===== src/rtl/core/tsu_pkg.sv =====
`timescale 1ns / 1ps
// ----------------------------------------------------------------------------
// tsu_pkg
// Shared constants, command/status types and fixed-point helpers of the
// tridiagonal solver unit.
// ----------------------------------------------------------------------------
package tsu_pkg;

   localparam int MAX_ORDER = 64;
   localparam int FRAC_BITS = 16;
   localparam int DATA_W    = 32;
   localparam int IDX_W     = $clog2(MAX_ORDER);
   localparam int CNT_W     = $clog2(MAX_ORDER + 1);
   localparam int ORDER_W   = 7;
   localparam int FLOOR_W   = 31;
   localparam int CSR_IDX_W = 2;
   localparam int CSR_DATA_W = 31;
   localparam int QUO_W     = DATA_W + FRAC_BITS;

   localparam logic [CSR_IDX_W-1:0] CSR_ORDER       = 2'd0;
   localparam logic [CSR_IDX_W-1:0] CSR_PIVOT_FLOOR = 2'd1;

   typedef enum logic [3:0] {
      OP_NONE,
      OP_LOAD,
      OP_DIV_SUP,
      OP_DIV_RHS,
      OP_FWD_SUP,
      OP_FWD_DIA,
      OP_FWD_RHS,
      OP_FWD_R,
      OP_BACK_X,
      OP_BACK_MUL,
      OP_BACK_SUB,
      OP_EMIT,
      OP_EMIT_ZERO
   } op_type;

   typedef struct packed {
      op_type           op;
      logic [IDX_W-1:0] addr_a;
      logic [IDX_W-1:0] addr_b;
   } cmd_type;

   typedef struct packed {
      logic div_done;
      logic pivot_bad;
   } stat_type;

   // Product shifted by FRAC_BITS, magnitude truncated, then saturated.
   function automatic logic signed [DATA_W-1:0] fx_mul(input logic signed [DATA_W-1:0] a,
                                                      input logic signed [DATA_W-1:0] b);
      logic signed [2*DATA_W-1:0] p;
      logic [2*DATA_W-1:0] m;
      logic [2*DATA_W-1:0] r;
      logic [DATA_W-1:0] res;
      p = a * b;
      m = p[2*DATA_W-1] ? (~p + 1'b1) : p;
      r = m >> FRAC_BITS;
      if (!p[2*DATA_W-1]) begin
         if (|r[2*DATA_W-1:DATA_W-1]) res = {1'b0, {(DATA_W-1){1'b1}}};
         else res = r[DATA_W-1:0];
      end else begin
         if ((|r[2*DATA_W-1:DATA_W]) || (r[DATA_W-1] && (|r[DATA_W-2:0])))
            res = {1'b1, {(DATA_W-1){1'b0}}};
         else res = ~r[DATA_W-1:0] + 1'b1;
      end
      return res;
   endfunction

   function automatic logic signed [DATA_W-1:0] sat_sub(input logic signed [DATA_W-1:0] a,
                                                       input logic signed [DATA_W-1:0] b);
      logic [DATA_W:0] d;
      logic [DATA_W-1:0] res;
      d = {a[DATA_W-1], a} - {b[DATA_W-1], b};
      if (d[DATA_W] != d[DATA_W-1])
         res = d[DATA_W] ? {1'b1, {(DATA_W-1){1'b0}}} : {1'b0, {(DATA_W-1){1'b1}}};
      else res = d[DATA_W-1:0];
      return res;
   endfunction

endpackage


===== src/rtl/core/tsu_ctrl.sv =====
`timescale 1ns / 1ps
// ----------------------------------------------------------------------------
// tsu_ctrl
// Sequencer: row loading, forward elimination, back substitution and
// result emission, plus the order register.
// ----------------------------------------------------------------------------
module tsu_ctrl (
   input  logic                           clock,
   input  logic                           reset,
   input  logic                           csr_write,
   input  logic [tsu_pkg::CSR_IDX_W-1:0]  csr_index,
   input  logic [tsu_pkg::CSR_DATA_W-1:0] csr_data,
   input  logic                           req_valid,
   output logic                           req_stall,
   output logic                           rsp_valid,
   input  logic                           rsp_stall,
   output logic [tsu_pkg::IDX_W-1:0]      rsp_row_index,
   output logic                           rsp_status,
   output logic                           rsp_last,
   output tsu_pkg::cmd_type               cmd,
   input  tsu_pkg::stat_type              stat
);

   localparam int IW = tsu_pkg::IDX_W;
   localparam int CW = tsu_pkg::CNT_W;

   typedef enum logic [4:0] {
      S_LOAD, S_F_CHK, S_F_DIV_SUP, S_F_WAIT_SUP, S_F_MUL_SUP, S_F_SUB_DIA,
      S_F_DIV_RHS, S_F_WAIT_RHS, S_F_MUL_RHS, S_F_SUB_RHS,
      S_B_CHK, S_B_DIV, S_B_WAIT, S_B_X, S_B_RD, S_B_MUL, S_B_SUB,
      S_O_RD, S_O_EMIT, S_O_HOLD
   } state_type;

   state_type                   state_ff, state_in;
   logic [IW-1:0]               k_ff, k_in;
   logic [IW-1:0]               rows_ff, rows_in;
   logic [tsu_pkg::ORDER_W-1:0] order_ff, order_in;
   logic                        valid_ff, valid_in;
   logic                        status_ff, status_in;
   logic                        last_ff, last_in;
   logic [CW-1:0]               n;

   always_comb begin
      if (order_ff == '0) n = CW'(1);
      else if (int'(order_ff) > tsu_pkg::MAX_ORDER) n = CW'(tsu_pkg::MAX_ORDER);
      else n = CW'(order_ff);
   end

   always_comb begin
      state_in  = state_ff;
      k_in      = k_ff;
      rows_in   = rows_ff;
      order_in  = order_ff;
      valid_in  = valid_ff;
      status_in = status_ff;
      last_in   = last_ff;
      cmd.op     = tsu_pkg::OP_NONE;
      cmd.addr_a = k_ff;
      cmd.addr_b = k_ff;
      unique case (state_ff)
         S_F_CHK, S_F_DIV_SUP, S_F_WAIT_SUP, S_F_MUL_SUP, S_F_SUB_DIA,
         S_F_DIV_RHS, S_F_WAIT_RHS, S_F_MUL_RHS, S_F_SUB_RHS: cmd.addr_b = k_ff + 1'b1;
         default: ;
      endcase

      unique case (state_ff)
         S_LOAD: begin
            cmd.addr_a = rows_ff;
            if (req_valid) begin
               cmd.op = tsu_pkg::OP_LOAD;
               if (CW'(rows_ff) + CW'(1) == n) begin
                  rows_in  = '0;
                  k_in     = '0;
                  state_in = (n == CW'(1)) ? S_B_CHK : S_F_CHK;
               end else begin
                  rows_in = rows_ff + 1'b1;
               end
            end
         end
         S_F_CHK, S_B_CHK: begin
            if (stat.pivot_bad) begin
               cmd.op    = tsu_pkg::OP_EMIT_ZERO;
               valid_in  = 1'b1;
               status_in = 1'b1;
               last_in   = 1'b1;
               state_in  = S_O_HOLD;
            end else begin
               state_in = (state_ff == S_F_CHK) ? S_F_DIV_SUP : S_B_DIV;
            end
         end
         S_F_DIV_SUP: begin
            cmd.op   = tsu_pkg::OP_DIV_SUP;
            state_in = S_F_WAIT_SUP;
         end
         S_F_WAIT_SUP: if (stat.div_done) state_in = S_F_MUL_SUP;
         S_F_MUL_SUP: begin
            cmd.op   = tsu_pkg::OP_FWD_SUP;
            state_in = S_F_DIV_RHS;
         end
         // start the right side division while the pivot is still current
         S_F_DIV_RHS: begin
            cmd.op   = tsu_pkg::OP_DIV_RHS;
            state_in = S_F_SUB_DIA;
         end
         S_F_SUB_DIA: begin
            cmd.op   = tsu_pkg::OP_FWD_DIA;
            state_in = S_F_WAIT_RHS;
         end
         S_F_WAIT_RHS: if (stat.div_done) state_in = S_F_MUL_RHS;
         S_F_MUL_RHS: begin
            cmd.op   = tsu_pkg::OP_FWD_RHS;
            state_in = S_F_SUB_RHS;
         end
         S_F_SUB_RHS: begin
            cmd.op   = tsu_pkg::OP_FWD_R;
            k_in     = k_ff + 1'b1;
            state_in = (CW'(k_ff) + CW'(2) < n) ? S_F_CHK : S_B_CHK;
         end
         S_B_DIV: begin
            cmd.op   = tsu_pkg::OP_DIV_RHS;
            state_in = S_B_WAIT;
         end
         S_B_WAIT: if (stat.div_done) state_in = S_B_X;
         S_B_X, S_B_SUB: begin
            cmd.op = (state_ff == S_B_X) ? tsu_pkg::OP_BACK_X : tsu_pkg::OP_BACK_SUB;
            if (k_ff == '0) begin
               state_in = S_O_RD;
            end else begin
               k_in     = k_ff - 1'b1;
               state_in = S_B_RD;
            end
         end
         S_B_RD: state_in = S_B_MUL;
         S_B_MUL: begin
            cmd.op   = tsu_pkg::OP_BACK_MUL;
            state_in = S_B_SUB;
         end
         S_O_RD: state_in = S_O_EMIT;
         S_O_EMIT: begin
            cmd.op    = tsu_pkg::OP_EMIT;
            valid_in  = 1'b1;
            status_in = 1'b0;
            last_in   = (CW'(k_ff) + CW'(1) == n);
            state_in  = S_O_HOLD;
         end
         S_O_HOLD: begin
            if (!rsp_stall) begin
               valid_in = 1'b0;
               if (last_ff) begin
                  state_in = S_LOAD;
               end else begin
                  k_in     = k_ff + 1'b1;
                  state_in = S_O_RD;
               end
            end
         end
         default: state_in = S_LOAD;
      endcase

      // an order write discards any partly loaded system
      if (csr_write && (csr_index == tsu_pkg::CSR_ORDER)) begin
         order_in = csr_data[tsu_pkg::ORDER_W-1:0];
         rows_in  = '0;
      end
   end

   always_ff @(posedge clock) begin
      if (reset) begin
         state_ff  <= S_LOAD;
         k_ff      <= '0;
         rows_ff   <= '0;
         order_ff  <= tsu_pkg::ORDER_W'(1);
         valid_ff  <= 1'b0;
         status_ff <= 1'b0;
         last_ff   <= 1'b0;
      end else begin
         state_ff  <= state_in;
         k_ff      <= k_in;
         rows_ff   <= rows_in;
         order_ff  <= order_in;
         valid_ff  <= valid_in;
         status_ff <= status_in;
         last_ff   <= last_in;
      end
   end

   assign req_stall     = (state_ff != S_LOAD);
   assign rsp_valid     = valid_ff;
   assign rsp_row_index = k_ff;
   assign rsp_status    = status_ff;
   assign rsp_last      = last_ff;

endmodule


===== config.mk =====
export PLATFORM = sky130hd
export DESIGN_NAME = tsu_ctrl
export DESIGN_NICKNAME = d
export VERILOG_FILES = /design/src/rtl/core/tsu_pkg.sv /design/src/rtl/core/tsu_ctrl.sv
export SDC_FILE = /design/constraint.sdc
export NUM_CORES = 1
export LEC_CHECK = 0
export BUFFER_PORTS_ARGS = -buffer_cell sky130_fd_sc_hd__buf_2
export CAP_MARGIN = 30
export CORE_MARGIN = 2
export CORE_UTILIZATION = 42
export CTS_BUF_LIST = sky130_fd_sc_hd__clkbuf_4
export DETAILED_ROUTE_END_ITERATION = 8
export PLACE_DENSITY = 0.69
export SLEW_MARGIN = 20
export SYNTH_ARGS = -nofsm -noshare
export SYNTH_HDL_FRONTEND = slang
export SYNTH_SLANG_ARGS = --single-unit

===== constraint.sdc =====
create_clock -name clock -period 5.67 [get_ports clock]
set_clock_uncertainty 0.1 [all_clocks]
set_input_delay 1.134 -clock clock [delete_from_list [all_inputs] [get_ports clock]]
set_output_delay 1.134 -clock clock [all_outputs]
set_load 0.02 [all_outputs]

==> impl_metrics.env, run 1 <==
export IMPL_grt_max_degree=27
export IMPL_grt_ovfl_total=0
export IMPL_ir_drop_v=0.000138
export IMPL_ctsResizeCount=0
export IMPL_power_density_nw_per_um2=320
export IMPL_grt_pass1_wl_um=12800
export IMPL_synth_seq_cells=27
export IMPL_period_minus_slack_ns=4.02
export IMPL_core_area_um2=6680
export IMPL_synth_flop_cell="dfxtp_1"
export IMPL_slew_violations=0
export IMPL_outcome="complete, no violations"
export IMPL_critical_path_arrival_ns=2.78
export IMPL_start_util=0.429
export IMPL_vias=2941
export IMPL_ctsHoldBuffers=0
export IMPL_critPathCaptureType="output pin"
export IMPL_p_leak_uw=0.00114
export IMPL_synth_area_um2=2870
export IMPL_postRouteAntennaNets=0
export IMPL_syn_nets=433
export IMPL_first_global_vias=2625
export IMPL_io_pins=66
export IMPL_power_uw=986
export IMPL_die_area_um2=7500
export IMPL_crit_required_ns=4.44
export IMPL_vias_per_cell=6.15
export IMPL_wl_per_cell_um=16.4
export IMPL_ys_warn_count=0
export IMPL_area_growth_pct=7.64
export IMPL_clockBufferDepth=2
export IMPL_fmax_ghz=0.249
export IMPL_ys_seq_area_frac=0.189
export IMPL_dp_hpwl_um=5780
export IMPL_hold_path_class="flop to flop"
export IMPL_period_share=0.709
export IMPL_synthArstFlopShare=0
export IMPL_drt_pass1_iterations=4
export IMPL_cts_root_buffer="clkbuf_4"
export IMPL_slew_headroom=0.313
export IMPL_synth_edff_count=0
export IMPL_track_usage=0.209
export IMPL_clkTransAtPathRegs_ns=0.17
export IMPL_num_rows=30
export IMPL_numCtsBuffers=3
export IMPL_startpoint_type="flop"
export IMPL_wl_um=7840
export IMPL_cts_tree="yes"
export IMPL_cts_setup_buffers=0
export IMPL_layout_nets=452
export IMPL_antenna_found_initial=0
export IMPL_cp_max_fo=23
export IMPL_gp_congestion=0.960
export IMPL_hold_viol_final=0
export IMPL_synth_cell_types=76
export IMPL_worstMarginPinSlew_ns=1.03
export IMPL_die_w_um=86.6
export IMPL_htreeDepth=1
export IMPL_diodes=0
export IMPL_rsz0062_at_grt="false"
export IMPL_portBuffers=41
export IMPL_insertion_delay_ns=0.35
export IMPL_netlist_instances=380
export IMPL_cts_sinks=27
export IMPL_syn_avg_cell_area_um2=7.54
export IMPL_setup_tns_ns=0
export IMPL_setup_violations=0
export IMPL_path_class="flop to output pin"
export IMPL_max_cap_viol_count=0
export IMPL_drive_gt1_frac=0.176
export IMPL_drt_iter0_markers=118
export IMPL_route_detailed_drc=0
export IMPL_die_h_um=86.6
[logic make-up (layout without fill, tap and decap cells)]
| kind of cell | count (synthesis) | after routing | synth area share |
|---|---|---|---|
| compound gates | 120 | 120 | 0.313 |
| xor+xnor | 24 | 24 | 0.0734 |
| fa+ha+maj | 13 | 13 | 0.0568 |
| buf+inv | 45 | 63 | 0.0659 |
| flops | 27 | 27 | 0.189 |
| mux | 7 | 7 | 0.0266 |
| simple gates | 144 | 144 | 0.276 |
[power breakdown]
group          switching (uW)  internal, uW
clock network            70.7          26.6
logic                     383           221
registers                69.1           215
total                     523           463
[final timing paths]
check,startpoint,end,slack [ns],cells past startpoint
worst max-delay path,state_ff[1]$_SDFFE_PP0P_,cmd[5],1.65,5
worst min-delay path,rsp_status$_SDFFE_PP0P_,rsp_status$_SDFFE_PP0P_,0.37,2
worst max register to register,state_ff[3]$_SDFFE_PP0P_,state_ff[2]$_SDFFE_PP0P_,2.76,6
worst min register to register,rsp_status$_SDFFE_PP0P_,rsp_status$_SDFFE_PP0P_,0.37,2
[synth_stat cells (6+ instances only)]
cell	number	area, um2
dfxtp_1	27	541
buf_2	7	35.0
inv_1	14	52.6
and3_1	8	50.1
nand2b_1	7	43.8
ha_1	13	163
a211oi_1	6	45.0
nor2b_1	6	37.5
clkbuf_1	15	56.3
nor2_1	23	86.3
a21oi_1	29	145
o211ai_1	9	67.6
nand2_1	41	154
a31oi_1	6	37.5
o21ai_0	17	85.1
nor3_1	6	30.0
nand3_1	8	40.0
nor3b_1	7	52.6
xnor2_1	19	166
[stage by stage]
step                      std cells  setup slack, ns  cell area (um2)   util  hold slack (ns)
final                           478             1.65             3080  0.462            0.370
after global routing            478             1.31             3080  0.462            0.407
after CTS                       478             1.60             3080  0.462            0.374
after detailed placement        474             2.01             3060  0.457            0.353
after global placement          474             2.05             3060  0.457            0.342
after floorplan                 380             2.48             2870      -            0.366
[layout by cell type (no fill, tap or decap), drive strengths merged, types with 7 or more instances in the layout]
master and instances:
nand3 8, nand2b 7, nor3 7, xnor2 19
a211oi 7, inv 14, nor3b 7, and3 10
a21oi 30, buf 43, nand2 41, o21ai 18
dfxtp 27, nor2 24, o211ai 10, ha 13
[worst max-delay path, stage by stage, from the launching register on]
cell,delay (ns)
dfxtp_1,0.80
nor2_1,0.15
a221oi_1,0.92
nand4_1,0.20
xnor2_1,0.18
buf_2,0.18
[layout make-up]
class	count	area, um2
Fill cell	716	3600
Sequential cell	27	541
Clock inverter	1	5.00
Inverter	16	60.1
Multi-Input combinational cell	308	2140
Timing Repair Buffer	43	220
Clock buffer	3	22.5
Tap cell	80	100
[routing by layer]
metal,wire length (um),share of wire,up-vias,track usage
li1,-,-,1441,-
met1,3670,0.47,1390,0.294
met2,3600,0.46,98,0.333
met3,383,0.049,12,0.0248
met4,179,0.023,0,0.0696
met5,0,0,-,0
[registers in the layout, summed over array words and instances (netlist names)]
name           cells
rows_ff            6
rsp_status         1
order_ff           7
state_ff           5
rsp_row_index      6
rsp_valid          1
rsp_last           1
(Power assumes the default switching activity.)
==> inputs of run 2 (changes only) <==
--- a/config.mk
+++ b/config.mk
@@ -11,7 +11,7 @@
 export CORE_UTILIZATION = 42
 export CTS_BUF_LIST = sky130_fd_sc_hd__clkbuf_4
 export DETAILED_ROUTE_END_ITERATION = 8
-export PLACE_DENSITY = 0.69
+export PLACE_DENSITY = 0.71
 export SLEW_MARGIN = 20
 export SYNTH_ARGS = -nofsm -noshare
 export SYNTH_HDL_FRONTEND = slang
==> constraint.sdc (replaced) <==
create_clock -name clock -period 3.5 [get_ports clock]
set_clock_uncertainty 0.1 [all_clocks]
set_input_delay 0.7 -clock clock [delete_from_list [all_inputs] [get_ports clock]]
set_output_delay 0.7 -clock clock [all_outputs]
set_load 0.02 [all_outputs]
==> run 2 against run 1 <==
  * Cell area rose by 2.0%
  * Critical path type unchanged
  * Largest cell class unchanged
  * Sequential cell count is the same
  * First-iteration DRC count up 29%
  * Sequential power increased by 38%
  * Routed wire length shrank 0.74%
  * Cell count is 1.7% higher
  * Hold slack improved by 0.0061 ns
  * Power grew 66%
  * Register-to-register slack lost 2.0 ns
  * Setup slack worse by 1.3 ns
==> impl_metrics.env, run 2 (synthesized netlist as in run 1, its figures left out) <==
export IMPL_outcome="complete, no violations"
export IMPL_fmax_ghz=0.320
export IMPL_track_usage=0.207
export IMPL_ctsHoldBuffers=0
export IMPL_period_share=0.893
export IMPL_die_w_um=86.6
export IMPL_drt_iter0_markers=152
export IMPL_layout_nets=460
export IMPL_antenna_found_initial=0
export IMPL_dp_hpwl_um=5760
export IMPL_period_minus_slack_ns=3.12
export IMPL_drt_pass1_iterations=5
export IMPL_grt_max_degree=26
export IMPL_insertion_delay_ns=0.33
export IMPL_regMostFlops="order_ff"
export IMPL_slew_headroom=0.460
export IMPL_cts_setup_buffers=0
export IMPL_layout_common_cells="nand2_1, buf_2, a21oi_1"
export IMPL_cts_tree="yes"
export IMPL_endpoint="cmd[10]"
export IMPL_wl_per_cell_um=16.0
export IMPL_ir_drop_v=0.000291
export IMPL_clkTransAtPathRegs_ns=0.16
export IMPL_die_h_um=86.6
export IMPL_critical_path_arrival_ns=2.32
export IMPL_cp_max_fo=14
export IMPL_path_class="flop to output pin"
export IMPL_startpoint_type="flop"
export IMPL_wl_um=7780
export IMPL_io_pins=66
export IMPL_drive_gt1_frac=0.192
export IMPL_gp_congestion=0.897
export IMPL_vias=2944
export IMPL_clockBufferDepth=2
export IMPL_first_global_vias=2541
export IMPL_diodes=0
export IMPL_setup_tns_ns=0
export IMPL_area_growth_pct=9.83
export IMPL_start_util=0.429
export IMPL_grt_ovfl_total=0
export IMPL_power_uw=1640
export IMPL_worstMarginPinSlew_ns=0.805
export IMPL_slew_violations=0
export IMPL_core_area_um2=6680
export IMPL_power_density_nw_per_um2=521
export IMPL_max_cap_viol_count=0
export IMPL_cts_root_buffer="clkbuf_4"
export IMPL_setup_violations=0
export IMPL_hold_viol_final=0
export IMPL_num_rows=30
export IMPL_route_detailed_drc=0
export IMPL_numCtsBuffers=3
export IMPL_cts_sinks=27
export IMPL_vias_per_cell=6.06
export IMPL_largest_register_ffs=7
export IMPL_worstRegToRegCells=7
export IMPL_p_leak_uw=0.00118
export IMPL_htreeDepth=1
export IMPL_critPathCaptureType="output pin"
export IMPL_r2r_start="rows_ff[0]$_SDFFE_PP0P_"
export IMPL_r2r_setup_slack_ns=0.76
export IMPL_die_area_um2=7500
export IMPL_fillers=685
export IMPL_ctsResizeCount=0
export IMPL_critPathLaunch="state_ff[1]$_SDFFE_PP0P_"
export IMPL_hold_path_class="flop to flop"
export IMPL_grt_pass1_wl_um=12600
export IMPL_rsz0062_at_grt="false"
export IMPL_portBuffers=41
export IMPL_crit_required_ns=2.70
export IMPL_postRouteAntennaNets=0
export IMPL_r2r_end="rsp_row_index[3]$_SDFFE_PP0P_"
run 2: cell types whose count changed in the layout (fill, tap and decap cells not counted):
cell and change:
buf_4 +8, clkbuf_4 +1, clkinv_2 -1
run 2: per-layer routing:
| layer | share of wire | vias to the layer above | wire length (um) | track usage |
|---|---|---|---|---|
| met5 | 0 | - | 0 | 0 |
| met3 | 0.059 | 9 | 462 | 0.0267 |
| met4 | 0.016 | 0 | 125 | 0.0426 |
| li1 | - | 1468 | - | - |
| met1 | 0.46 | 1368 | 3620 | 0.305 |
| met2 | 0.46 | 99 | 3570 | 0.325 |
run 2: how the worst min path moves through the flow:
stage	startpoint	end	slack (ns)	depth (start not counted)
global route	rsp_status$_SDFFE_PP0P_	rsp_status$_SDFFE_PP0P_	0.43	2
floorplan	order_ff[0]$_SDFFE_PP1P_	order_ff[0]$_SDFFE_PP1P_	0.37	2
CTS	rsp_status$_SDFFE_PP0P_	rsp_status$_SDFFE_PP0P_	0.38	2
finish	rsp_status$_SDFFE_PP0P_	rsp_status$_SDFFE_PP0P_	0.38	2
global placement	rsp_status$_SDFFE_PP0P_	rsp_status$_SDFFE_PP0P_	0.35	2
detailed placement	rsp_status$_SDFFE_PP0P_	rsp_status$_SDFFE_PP0P_	0.36	2
run 2: layout make-up:
type | count | area, um2 | share of cell area
multi-input cells | 308 | 2140 | 0.679
repair buffers | 51 | 280 | 0.0891
well taps | 80 | 100 | 0.0318
inverters | 16 | 60.1 | 0.0191
flip-flops and latches | 27 | 541 | 0.172
clock buffers | 4 | 30.0 | 0.00954
run 2: critical path, cell delays in order (launching register included):
cell,delay [ns]
dfxtp_1,0.45
nor2_1,0.24
and3_1,0.51
clkinv_1,0.33
o21ai_0,0.27
buf_2,0.20
run 2: metrics by stage:
stage / cell area [um2] / hold WS [ns] / util / cells / worst slack [ns]
after floorplan: 2870 / 0.366 / - / 380 / 0.743
after global placement: 3120 / 0.348 / 0.466 / 482 / 0.756
after detailed placement: 3120 / 0.361 / 0.466 / 482 / 0.754
after CTS: 3150 / 0.382 / 0.471 / 486 / 0.351
after global routing: 3150 / 0.431 / 0.471 / 486 / 0.106
final: 3150 / 0.376 / 0.471 / 486 / 0.376
run 2: report_power, final:
group	switching (uW)	leakage [uW]	internal, uW	total, uW
Combinational	700	0.000940	401	1100
Sequential	42.4	0.000220	348	391
Clock	96.6	0.0000184	52.4	149
